**src/design/rgb_color_effect_filter_macros.svh**
```systemverilog
// Assertion macros shared by the color effect filter RTL.
`ifndef RGB_COLOR_EFFECT_FILTER_MACROS_SVH
`define RGB_COLOR_EFFECT_FILTER_MACROS_SVH

// Same-cycle implication, checked outside reset.
`define RGBCEF_ASSERT_IMP(label, ante, cons, msg) \
  label: assert property (@(posedge clk) disable iff (rst) (ante) |-> (cons)) \
    else $error(msg);

// Next-cycle implication, checked during reset too.
`define RGBCEF_ASSERT_NXT(label, ante, cons, msg) \
  label: assert property (@(posedge clk) (ante) |=> (cons)) \
    else $error(msg);

`endif

```
**src/design/rgbcef_pkg.sv**
```systemverilog
// Types, constants and arithmetic helpers for the color effect filter.
`default_nettype none

package rgbcef_pkg;

  typedef enum logic [3:0] {
    MODE_NONE    = 4'd0,
    MODE_GRAY    = 4'd1,
    MODE_SEPIA   = 4'd2,
    MODE_COOL    = 4'd3,
    MODE_WARM    = 4'd4,
    MODE_CYBER   = 4'd5,
    MODE_NOIR    = 4'd6,
    MODE_VINTAGE = 4'd7,
    MODE_INVERT  = 4'd8
  } mode_t;

  typedef enum logic [1:0] {
    CH_R = 2'd0,
    CH_G = 2'd1,
    CH_B = 2'd2
  } chan_t;

  localparam int NUM_W   = 19;          // weighted sum numerators
  localparam int BLEND_W = 15;          // blend numerators
  localparam int LIN_W   = 28;          // Q16 gain products, signed
  localparam int NOIR_W  = LIN_W + 18;  // Q32 noir product, signed
  localparam int VAL_W   = 11;          // truncated channel values, signed

  // Luma and sepia weights, in thousandths
  localparam logic [9:0] K_YR  = 10'd299;
  localparam logic [9:0] K_YG  = 10'd587;
  localparam logic [9:0] K_YB  = 10'd114;
  localparam logic [9:0] K_SRR = 10'd393;
  localparam logic [9:0] K_SRG = 10'd769;
  localparam logic [9:0] K_SRB = 10'd189;
  localparam logic [9:0] K_SGR = 10'd349;
  localparam logic [9:0] K_SGG = 10'd686;
  localparam logic [9:0] K_SGB = 10'd168;
  localparam logic [9:0] K_SBR = 10'd272;
  localparam logic [9:0] K_SBG = 10'd534;
  localparam logic [9:0] K_SBB = 10'd131;

  // Blend weights, in hundredths
  localparam logic [6:0] W_HI = 7'd65;
  localparam logic [6:0] W_LO = 7'd35;

  // Exact reciprocals: n/1000 for n < 2^19, n/100 for n < 2^15
  localparam logic [19:0] DIV1000_M  = 20'd536871;
  localparam int          DIV1000_SH = 29;
  localparam logic [15:0] DIV100_M   = 16'd41944;
  localparam int          DIV100_SH  = 22;

  // Q16 gains
  localparam logic [16:0] G_1_08 = 17'd70779;
  localparam logic [16:0] G_0_90 = 17'd58982;
  localparam logic [16:0] G_1_02 = 17'd66847;
  localparam logic [16:0] G_1_18 = 17'd77332;
  localparam logic [16:0] G_1_15 = 17'd75366;
  localparam logic [16:0] G_1_04 = 17'd68157;
  localparam logic [16:0] G_0_88 = 17'd57672;
  localparam logic [16:0] G_1_30 = 17'd85197;
  localparam logic [16:0] G_1_20 = 17'd78643;
  localparam logic [16:0] G_1_40 = 17'd91750;
  localparam logic [16:0] G_1_70 = 17'd111411;
  localparam logic [16:0] G_0_92 = 17'd60293;

  localparam logic [7:0] MID = 8'd128;

  typedef struct packed {
    logic [3:0] mode;
    logic [7:0] r;
    logic [7:0] g;
    logic [7:0] b;
    logic [7:0] a;
  } pix_t;

  typedef struct packed {
    pix_t       pix;
    logic [7:0] y;
    logic [8:0] sr;
    logic [8:0] sg;
    logic [8:0] sb;
  } luma_t;

  typedef struct packed {
    pix_t                    pix;
    logic signed [VAL_W-1:0] vr;
    logic signed [VAL_W-1:0] vg;
    logic signed [VAL_W-1:0] vb;
  } tone_t;

  typedef struct packed {
    logic signed [9:0] x;
    logic [16:0]       gq;
    logic [7:0]        off;
  } gsel_t;

  function automatic logic [NUM_W-1:0] wsum(input logic [7:0] r, input logic [7:0] g,
                                            input logic [7:0] b, input logic [9:0] kr,
                                            input logic [9:0] kg, input logic [9:0] kb);
    return NUM_W'(r) * NUM_W'(kr) + NUM_W'(g) * NUM_W'(kg) + NUM_W'(b) * NUM_W'(kb);
  endfunction

  function automatic logic [8:0] div1000(input logic [NUM_W-1:0] n);
    logic [NUM_W+19:0] p;
    p = (NUM_W+20)'(n) * (NUM_W+20)'(DIV1000_M);
    return p[DIV1000_SH+8:DIV1000_SH];
  endfunction

  function automatic logic [8:0] div100(input logic [BLEND_W-1:0] n);
    logic [BLEND_W+15:0] p;
    p = (BLEND_W+16)'(n) * (BLEND_W+16)'(DIV100_M);
    return p[DIV100_SH+8:DIV100_SH];
  endfunction

  function automatic logic [BLEND_W-1:0] blend_num(input logic [3:0] mode,
                                                   input logic [7:0] c, input logic [8:0] s);
    logic [BLEND_W-1:0] wc;
    logic [BLEND_W-1:0] ws;
    if (mode == MODE_VINTAGE) begin
      wc = BLEND_W'(W_HI);
      ws = BLEND_W'(W_LO);
    end else begin
      wc = BLEND_W'(W_LO);
      ws = BLEND_W'(W_HI);
    end
    return BLEND_W'(c) * wc + BLEND_W'(s) * ws;
  endfunction

  // Pick the operand, gain and offset of the linear effects for one channel.
  function automatic gsel_t gain_sel(input logic [3:0] mode, input chan_t ch,
                                     input logic [7:0] c, input logic [7:0] y);
    gsel_t             s;
    logic signed [9:0] cx;
    logic signed [9:0] cc;
    logic signed [9:0] yc;
    cx = signed'({2'b00, c});
    cc = cx - 10'sd128;
    yc = signed'({2'b00, y}) - 10'sd128;
    s  = '0;
    case (mode)
      MODE_GRAY: s = '{x: yc, gq: G_1_08, off: MID};
      MODE_NOIR: s = '{x: yc, gq: G_1_70, off: MID};
      MODE_COOL: begin
        case (ch)
          CH_R:    s = '{x: cx, gq: G_0_90, off: 8'd5};
          CH_G:    s = '{x: cx, gq: G_1_02, off: 8'd0};
          default: s = '{x: cx, gq: G_1_18, off: 8'd15};
        endcase
      end
      MODE_WARM: begin
        case (ch)
          CH_R:    s = '{x: cx, gq: G_1_15, off: 8'd10};
          CH_G:    s = '{x: cx, gq: G_1_04, off: 8'd0};
          default: s = '{x: cx, gq: G_0_88, off: 8'd0};
        endcase
      end
      MODE_CYBER: begin
        case (ch)
          CH_R:    s = '{x: cc, gq: G_1_30, off: 8'd158};
          CH_G:    s = '{x: cc, gq: G_1_20, off: 8'd113};
          default: s = '{x: cc, gq: G_1_40, off: 8'd168};
        endcase
      end
      default: s = '0;
    endcase
    return s;
  endfunction

  function automatic logic signed [LIN_W-1:0] lin_of(input gsel_t s);
    return LIN_W'(s.x) * LIN_W'(signed'({1'b0, s.gq}))
         + signed'(LIN_W'({s.off, 16'h0000}));
  endfunction

  // Drop 16 fraction bits, rounding toward zero.
  function automatic logic signed [VAL_W-1:0] trunc_lin(input logic signed [LIN_W-1:0] v);
    logic [LIN_W-1:0]  m;
    logic [LIN_W-17:0] q;
    m = v[LIN_W-1] ? -v : v;
    q = m[LIN_W-1:16];
    return v[LIN_W-1] ? -signed'(VAL_W'(q)) : signed'(VAL_W'(q));
  endfunction

  // Drop 32 fraction bits, rounding toward zero.
  function automatic logic signed [VAL_W-1:0] trunc_noir(input logic signed [NOIR_W-1:0] v);
    logic [NOIR_W-1:0]  m;
    logic [NOIR_W-33:0] q;
    m = v[NOIR_W-1] ? -v : v;
    q = m[NOIR_W-1:32];
    return v[NOIR_W-1] ? -signed'(VAL_W'(q)) : signed'(VAL_W'(q));
  endfunction

  function automatic logic [7:0] clamp8(input logic signed [VAL_W-1:0] v);
    logic [7:0] c;
    if (v[VAL_W-1]) begin
      c = 8'h00;
    end else if (|v[VAL_W-2:8]) begin
      c = 8'hFF;
    end else begin
      c = v[7:0];
    end
    return c;
  endfunction

endpackage

`default_nettype wire

```
**src/design/rgbcef_luma.sv**
```systemverilog
// Two pipeline stages: luma and sepia weighted sums, then divide by 1000.
`default_nettype none

module rgbcef_luma import rgbcef_pkg::*; (
  input  wire        clk,
  input  wire        rst,
  input  wire        up_valid,
  output logic       up_ready,
  input  wire pix_t  up,
  output logic       dn_valid,
  input  wire        dn_ready,
  output luma_t      dn
);

  logic             v1;
  logic             v2;
  logic             en1;
  logic             en2;
  pix_t             p1;
  logic [NUM_W-1:0] ny;
  logic [NUM_W-1:0] nr;
  logic [NUM_W-1:0] ng;
  logic [NUM_W-1:0] nb;
  luma_t            q2;

  // A stage advances when it is empty or the next one takes its request.
  assign en2      = !v2 || dn_ready;
  assign en1      = !v1 || en2;
  assign up_ready = en1;
  assign dn_valid = v2;
  assign dn       = q2;

  always_ff @(posedge clk) begin
    if (rst) begin
      v1 <= 1'b0;
      v2 <= 1'b0;
    end else begin
      if (en1) begin
        v1 <= up_valid;
      end
      if (en2) begin
        v2 <= v1;
      end
    end
  end

  always_ff @(posedge clk) begin
    if (en1 && up_valid) begin
      p1 <= up;
      ny <= wsum(up.r, up.g, up.b, K_YR, K_YG, K_YB);
      nr <= wsum(up.r, up.g, up.b, K_SRR, K_SRG, K_SRB);
      ng <= wsum(up.r, up.g, up.b, K_SGR, K_SGG, K_SGB);
      nb <= wsum(up.r, up.g, up.b, K_SBR, K_SBG, K_SBB);
    end
    if (en2 && v1) begin
      q2.pix <= p1;
      q2.y   <= 8'(div1000(ny));
      q2.sr  <= div1000(nr);
      q2.sg  <= div1000(ng);
      q2.sb  <= div1000(nb);
    end
  end

endmodule

`default_nettype wire

```
**src/design/rgbcef_tone.sv**
```systemverilog
// Two pipeline stages: gain products and blend sums, then scaling and truncation.
`default_nettype none

module rgbcef_tone import rgbcef_pkg::*; (
  input  wire        clk,
  input  wire        rst,
  input  wire        up_valid,
  output logic       up_ready,
  input  wire luma_t up,
  output logic       dn_valid,
  input  wire        dn_ready,
  output tone_t      dn
);

  logic                     v1;
  logic                     v2;
  logic                     en1;
  logic                     en2;
  pix_t                     p1;
  logic [BLEND_W-1:0]       bn_r;
  logic [BLEND_W-1:0]       bn_g;
  logic [BLEND_W-1:0]       bn_b;
  logic signed [LIN_W-1:0]  lin_r;
  logic signed [LIN_W-1:0]  lin_g;
  logic signed [LIN_W-1:0]  lin_b;
  gsel_t                    gs_r;
  gsel_t                    gs_g;
  gsel_t                    gs_b;
  logic signed [NOIR_W-1:0] noir_p;
  logic signed [VAL_W-1:0]  noir_v;
  logic signed [VAL_W-1:0]  val_r;
  logic signed [VAL_W-1:0]  val_g;
  logic signed [VAL_W-1:0]  val_b;
  tone_t                    q2;

  assign en2      = !v2 || dn_ready;
  assign en1      = !v1 || en2;
  assign up_ready = en1;
  assign dn_valid = v2;
  assign dn       = q2;

  assign gs_r = gain_sel(up.pix.mode, CH_R, up.pix.r, up.y);
  assign gs_g = gain_sel(up.pix.mode, CH_G, up.pix.g, up.y);
  assign gs_b = gain_sel(up.pix.mode, CH_B, up.pix.b, up.y);

  // Noir is the same on every channel: scale the red inner value by 0.9.
  assign noir_p = NOIR_W'(lin_r) * NOIR_W'(signed'({1'b0, G_0_90}));
  assign noir_v = trunc_noir(noir_p);

  always_comb begin
    case (p1.mode) inside
      MODE_SEPIA, MODE_VINTAGE: begin
        val_r = signed'(VAL_W'(div100(bn_r)));
        val_g = signed'(VAL_W'(div100(bn_g)));
        val_b = signed'(VAL_W'(div100(bn_b)));
      end
      MODE_NOIR: begin
        val_r = noir_v;
        val_g = noir_v;
        val_b = noir_v;
      end
      MODE_GRAY, MODE_COOL, MODE_WARM, MODE_CYBER: begin
        val_r = trunc_lin(lin_r);
        val_g = trunc_lin(lin_g);
        val_b = trunc_lin(lin_b);
      end
      default: begin
        val_r = '0;
        val_g = '0;
        val_b = '0;
      end
    endcase
  end

  always_ff @(posedge clk) begin
    if (rst) begin
      v1 <= 1'b0;
      v2 <= 1'b0;
    end else begin
      if (en1) begin
        v1 <= up_valid;
      end
      if (en2) begin
        v2 <= v1;
      end
    end
  end

  always_ff @(posedge clk) begin
    if (en1 && up_valid) begin
      p1    <= up.pix;
      bn_r  <= blend_num(up.pix.mode, up.pix.r, up.sr);
      bn_g  <= blend_num(up.pix.mode, up.pix.g, up.sg);
      bn_b  <= blend_num(up.pix.mode, up.pix.b, up.sb);
      lin_r <= lin_of(gs_r);
      lin_g <= lin_of(gs_g);
      lin_b <= lin_of(gs_b);
    end
    if (en2 && v1) begin
      q2.pix <= p1;
      q2.vr  <= val_r;
      q2.vg  <= val_g;
      q2.vb  <= val_b;
    end
  end

endmodule

`default_nettype wire

```
**src/design/rgbcef_final.sv**
```systemverilog
// Output stage: vintage blue gain, clamp, invert and pass-through select.
`default_nettype none

module rgbcef_final import rgbcef_pkg::*; (
  input  wire        clk,
  input  wire        rst,
  input  wire        up_valid,
  output logic       up_ready,
  input  wire tone_t up,
  output logic       out_valid,
  input  wire        out_ready,
  output logic [7:0] red_out,
  output logic [7:0] green_out,
  output logic [7:0] blue_out,
  output logic [7:0] alpha_out
);

  logic                    en;
  logic [25:0]             vint_p;
  logic signed [VAL_W-1:0] vint_b;
  logic [7:0]              red_next;
  logic [7:0]              green_next;
  logic [7:0]              blue_next;

  assign en       = !out_valid || out_ready;
  assign up_ready = en;

  // Blend result is never negative, so the low ten bits carry it.
  assign vint_p = 26'(up.vb[9:0]) * 26'(G_0_92);
  assign vint_b = signed'({1'b0, vint_p[25:16]});

  always_comb begin
    case (up.pix.mode) inside
      MODE_INVERT: begin
        red_next   = ~up.pix.r;
        green_next = ~up.pix.g;
        blue_next  = ~up.pix.b;
      end
      MODE_GRAY, MODE_SEPIA, MODE_COOL, MODE_WARM, MODE_CYBER, MODE_NOIR: begin
        red_next   = clamp8(up.vr);
        green_next = clamp8(up.vg);
        blue_next  = clamp8(up.vb);
      end
      MODE_VINTAGE: begin
        red_next   = clamp8(up.vr);
        green_next = clamp8(up.vg);
        blue_next  = clamp8(vint_b);
      end
      default: begin
        red_next   = up.pix.r;
        green_next = up.pix.g;
        blue_next  = up.pix.b;
      end
    endcase
  end

  always_ff @(posedge clk) begin
    if (rst) begin
      out_valid <= 1'b0;
    end else if (en) begin
      out_valid <= up_valid;
    end
  end

  always_ff @(posedge clk) begin
    if (en && up_valid) begin
      red_out   <= red_next;
      green_out <= green_next;
      blue_out  <= blue_next;
      alpha_out <= up.pix.a;
    end
  end

endmodule

`default_nettype wire

```
**src/design/rgb_color_effect_filter.sv**
```systemverilog
// Top level of the per-pixel RGBA color effect filter.
`default_nettype none

// Recolors one RGBA8888 pixel per clock with one of nine effects chosen by
// effect_mode (none, gray, sepia, cool, warm, cyber, noir, vintage, invert;
// codes 9 to 15 pass the pixel through), alpha copied unchanged. The
// pipeline has five register stages: weighted sums, divide by 1000, gain
// products and blend sums, divide by 100 with truncation, and the output
// register with clamping. A new pixel can be taken every cycle unless
// out_ready stalls the pipeline; each stage holds one multiplier column,
// which sets the clock rate. Backpressure runs from out_ready to in_ready
// through the stage enables in the same cycle, and empty stages fill while
// the output waits. Write effect_mode only while no pixel is in flight;
// each pixel carries the mode it was accepted with.

`include "rgb_color_effect_filter_macros.svh"

module rgb_color_effect_filter import rgbcef_pkg::*; (
  input  wire        clk,
  input  wire        rst,
  input  wire        cfg_wr_en,
  input  wire  [3:0] cfg_wr_data,
  input  wire        in_valid,
  output logic       in_ready,
  input  wire  [7:0] red_in,
  input  wire  [7:0] green_in,
  input  wire  [7:0] blue_in,
  input  wire  [7:0] alpha_in,
  output logic       out_valid,
  input  wire        out_ready,
  output logic [7:0] red_out,
  output logic [7:0] green_out,
  output logic [7:0] blue_out,
  output logic [7:0] alpha_out
);

  logic [3:0] effect_mode;
  pix_t       pix_in;
  logic       luma_valid;
  logic       luma_ready;
  luma_t      luma_data;
  logic       tone_valid;
  logic       tone_ready;
  tone_t      tone_data;
  logic       tone_blend;
  logic       tone_mono;
  logic       tone_neg;
  logic       tone_same;
  logic       pipe_busy;

  always_ff @(posedge clk) begin
    if (rst) begin
      effect_mode <= MODE_NONE;
    end else if (cfg_wr_en) begin
      effect_mode <= cfg_wr_data;
    end
  end

  assign pix_in = '{mode: effect_mode, r: red_in, g: green_in, b: blue_in, a: alpha_in};

  rgbcef_luma u_luma (
    .clk      (clk),
    .rst      (rst),
    .up_valid (in_valid),
    .up_ready (in_ready),
    .up       (pix_in),
    .dn_valid (luma_valid),
    .dn_ready (luma_ready),
    .dn       (luma_data)
  );

  rgbcef_tone u_tone (
    .clk      (clk),
    .rst      (rst),
    .up_valid (luma_valid),
    .up_ready (luma_ready),
    .up       (luma_data),
    .dn_valid (tone_valid),
    .dn_ready (tone_ready),
    .dn       (tone_data)
  );

  rgbcef_final u_final (
    .clk       (clk),
    .rst       (rst),
    .up_valid  (tone_valid),
    .up_ready  (tone_ready),
    .up        (tone_data),
    .out_valid (out_valid),
    .out_ready (out_ready),
    .red_out   (red_out),
    .green_out (green_out),
    .blue_out  (blue_out),
    .alpha_out (alpha_out)
  );

  assign tone_blend = tone_data.pix.mode == MODE_SEPIA || tone_data.pix.mode == MODE_VINTAGE;
  assign tone_mono  = tone_data.pix.mode == MODE_GRAY || tone_data.pix.mode == MODE_NOIR;
  assign tone_neg   = tone_data.vr[VAL_W-1] || tone_data.vg[VAL_W-1] || tone_data.vb[VAL_W-1];
  assign tone_same  = tone_data.vr == tone_data.vg && tone_data.vg == tone_data.vb;
  assign pipe_busy  = out_valid || luma_valid || tone_valid;

  `RGBCEF_ASSERT_IMP(a_sepia_red_range, luma_valid, luma_data.sr <= 9'd344, "sepia red sum out of range")
  `RGBCEF_ASSERT_IMP(a_blend_nonneg, tone_valid && tone_blend, !tone_neg, "negative blend result")
  `RGBCEF_ASSERT_IMP(a_mono_equal, tone_valid && tone_mono, tone_same, "monochrome channels differ")
  `RGBCEF_ASSERT_NXT(a_reset_empty, rst, !pipe_busy, "pipeline not empty after reset")

endmodule

`default_nettype wire

```
**config.mk**
```make
export PLATFORM = sky130hd
export DESIGN_NAME = rgb_color_effect_filter
export DESIGN_NICKNAME = d
export VERILOG_FILES = /design/src/design/rgbcef_pkg.sv /design/src/design/rgbcef_luma.sv /design/src/design/rgbcef_tone.sv /design/src/design/rgbcef_final.sv /design/src/design/rgb_color_effect_filter.sv
export VERILOG_INCLUDE_DIRS = /design/src /design/src/design
export SDC_FILE = /design/constraint.sdc
export NUM_CORES = 2
export LEC_CHECK = 0
export ABC_CLOCK_PERIOD_IN_PS = 24200
export BUFFER_PORTS_ARGS = -buffer_cell sky130_fd_sc_hd__clkbuf_2
export CORE_MARGIN = 1
export CORE_UTILIZATION = 40
export DETAILED_ROUTE_END_ITERATION = 10
export GPL_TIMING_DRIVEN = 0
export PLACE_DENSITY = 0.55
export SYNTH_ARGS = -nofsm -noshare
export SYNTH_HDL_FRONTEND = slang
export SYNTH_SLANG_ARGS = --single-unit
export TNS_END_PERCENT = 50
```
**constraint.sdc**
```tcl
create_clock -name clk -period 24.2 [get_ports clk]
set_input_delay 3.63 -clock clk [delete_from_list [all_inputs] [get_ports clk]]
set_output_delay 3.63 -clock clk [all_outputs]
set_load 0.01 [all_outputs]
```
==> metrics <==
# setup viols final=0; vias in the first global route=67,820; clk_lat worst skew=690 ps; slowest cell delay on critical path=1230 ps; Starting DRT DRC Count=3,144; TritonCTS Buffers=56; post-synthesis cell type count=90; commonest non-fill, non-tap cells in the layout=2,619 x inv_1, 2,068 x ha_1, 1,442 x fa_1; CTS Root Cell=clkbuf_16; height of the chip=488.4 um; flop and latch count out of synthesis=456; unrepaired setup endpoints after global routing=no; gr usage total=20.02%; Die ar.=238,500 um2; Chip Width=488.4 um; crit end category=flip-flop; Area Overhead vs Synth=7.298%; Hold Vio Cnt, Final=0; gp weighted congestion=0.9300; reg2reg setup slack=11,890 ps; io pins=75; Fin Clk Skew=33.72 ps; Tightest Hold Check Type=reg2reg; DRC violations left=0; Routed wire per std cell=18.17 um; first-pass GRT wire length=372,100 um; CP required=24,650 ps; antenna diode count=0; antenna violations before repair=5; Synth Warn #=0; most common cell after layout, fill and taps aside=inv_1; port buffer count=72; slew of the pin with the lowest slew margin=1324 ps; share of cells above drive strength 1=2.733%; CTS Hold Bufs=0; status=finished clean; Final ANT Viol Nets=0; Syn Inst Count=9,347; Max Clk Rate=81.23 MHz; WP buf/inv=7; Slew headroom=11.56%; clk sink count=456; Crit path depth=28; Total Wirelength=231,400 um; Worst R2R Path Depth=28; TritonCTS clock tree=done; core area=235,200 um2; CP dominant cell by count=fa_1; Clk pin slew, worst setup/hold paths=70 ps; Resized Gates After CTS=0; via/cell ratio=4.914; Post-CTS Setup Bufs=0; fin. max-slew vios=0; floorplan row count=178; Max FO, Critical Path=14; Crit Path Class=reg2reg; Util after Layout=43.17%; hold depth=0; nets=13,090; H-tree Lvls=2; ys flop type=edfxtp_1; Worst Path Arrival=12,760 ps; setup TNS=0 ps; Async SR Flop Fraction=0%; grt ovf=0; largest net degree at the start of global routing=35; clk buf depth=3; via count=62,590; drt pass-1 iters=7; final HPWL from detailed placement=200,800 um; Startpoint Class=flip-flop; Tcrit/Tclk final=50.87%; Filler cells=22,810; share of the yosys chip area belonging to registers=14.38%; family with the most delay on the worst path=buffers and inverters; syn_area_per_cell=10.12 um2; Post-synth EDFFs=447; Max Cap Violations=0; Crit-path slowest cell=nor2_1; fin crit period=12,310 ps; Initial Util=40.23%; cell area after synthesis=94,620 um2
## path summary, 6_finish.rpt
kind,start,endpoint
worst max-delay path,u_luma.dn[69]$_DFFE_PP_,u_tone.lin_g[26]$_DFFE_PP_
worst max register to register,u_luma.dn[69]$_DFFE_PP_,u_tone.lin_g[26]$_DFFE_PP_
worst min register to register,u_luma.p1[23]$_DFFE_PP_,u_luma.dn[58]$_DFFE_PP_
worst min-delay path,u_luma.p1[23]$_DFFE_PP_,u_luma.dn[58]$_DFFE_PP_
## worst reg2reg max path, delay by kind of cell (launching register included)
family	cells	cell delay [ps]
compound gates	8	2720
xor+xnor	1	230
fa+ha+maj	6	2640
buf+inv	7	3000
flops	1	560
simple gates	6	2910
## layer usage
| metal | vias to the layer above | wire [um] | track usage [%] |
|---|---|---|---|
| met3 | 263 | 8211 | 1.829 |
| met5 | - | 18 | 0 |
| met1 | 31180 | 107500 | 27.29 |
| met4 | 2 | 6521 | 5.095 |
| li1 | 30110 | - | - |
| met2 | 1034 | 109100 | 33.99 |
## synth_stat cells (all sizes together), types with 13 or more instances
library cell	n	area share (%)
a2111oi	14	0.13
a211o	13	0.12
a211oi	40	0.32
a21boi	13	0.10
a21o	133	1.1
a21oi	321	1.7
a31oi	28	0.19
and2	95	0.63
and3	49	0.32
buf	18	0.083
clkbuf	83	0.33
edfxtp	447	14
fa	1442	31
ha	2068	27
inv	2620	10
mux2i	16	0.17
nand2	309	1.2
nand2b	56	0.37
nand3	69	0.36
nand4	34	0.22
nor2	376	1.5
nor2b	38	0.25
nor3	88	0.47
nor4	16	0.11
o211ai	20	0.16
o21a	43	0.34
o21ai	191	1.0
o21bai	79	0.64
or2	36	0.24
or3	25	0.17
xnor2	285	2.6
xor2	92	0.85
## stage by stage
step | cells | setup slack, ps | instance area (um2) | hold slack [ps]
floorplan | 9391 | 12210 | 94780 | 400.3
CTS | 12740 | 12140 | 101500 | 412.6
global placement | 12610 | 7919 | 99090 | 400.6
detailed placement | 12630 | 12210 | 99490 | 404.5
finish | 12740 | 11890 | 101500 | 397.5
global route | 12740 | 11430 | 101500 | 412.4
## state kept, by name, indices dropped and copies added (netlist names), 15 cells and up
name,flops
u_luma.nb,19
u_tone.dn,69
u_tone.bn_g,15
u_luma.p1,34
u_tone.lin_r,28
u_luma.ng,19
u_tone.lin_g,28
u_luma.ny,19
u_tone.bn_b,15
u_tone.bn_r,15
u_tone.p1,36
u_tone.lin_b,28
u_luma.dn,71
u_luma.nr,19
## final cells by class
| type | instances | area [um2] | area share [%] |
|---|---|---|---|
| multi-input combinational | 6211 | 71000 | 69.94 |
| sequential | 456 | 13600 | 13.40 |
| inverter | 2623 | 9846 | 9.698 |
| tap | 3150 | 3941 | 3.882 |
| clock buffer | 62 | 1445 | 1.423 |
| timing repair buffer | 89 | 700.7 | 0.6901 |
| clock inverter | 44 | 594.3 | 0.5854 |
| buffer | 101 | 390.4 | 0.3845 |
## cells by family after synthesis
| group | synth area share, % |
|---|---|
| XOR/XNOR | 3.490 |
| AO/OA/AOI/OAI | 6.944 |
| multiplexers | 0.1931 |
| flip-flops | 14.38 |
| buffers and inverters | 10.82 |
| adder cells (fa/ha/maj) | 57.86 |
| other | 0.007937 |
| AND/OR/NAND/NOR | 6.316 |
Power is not shown: default switching activity piles up to over one toggle a cycle in this logic, so the estimate is an artifact.
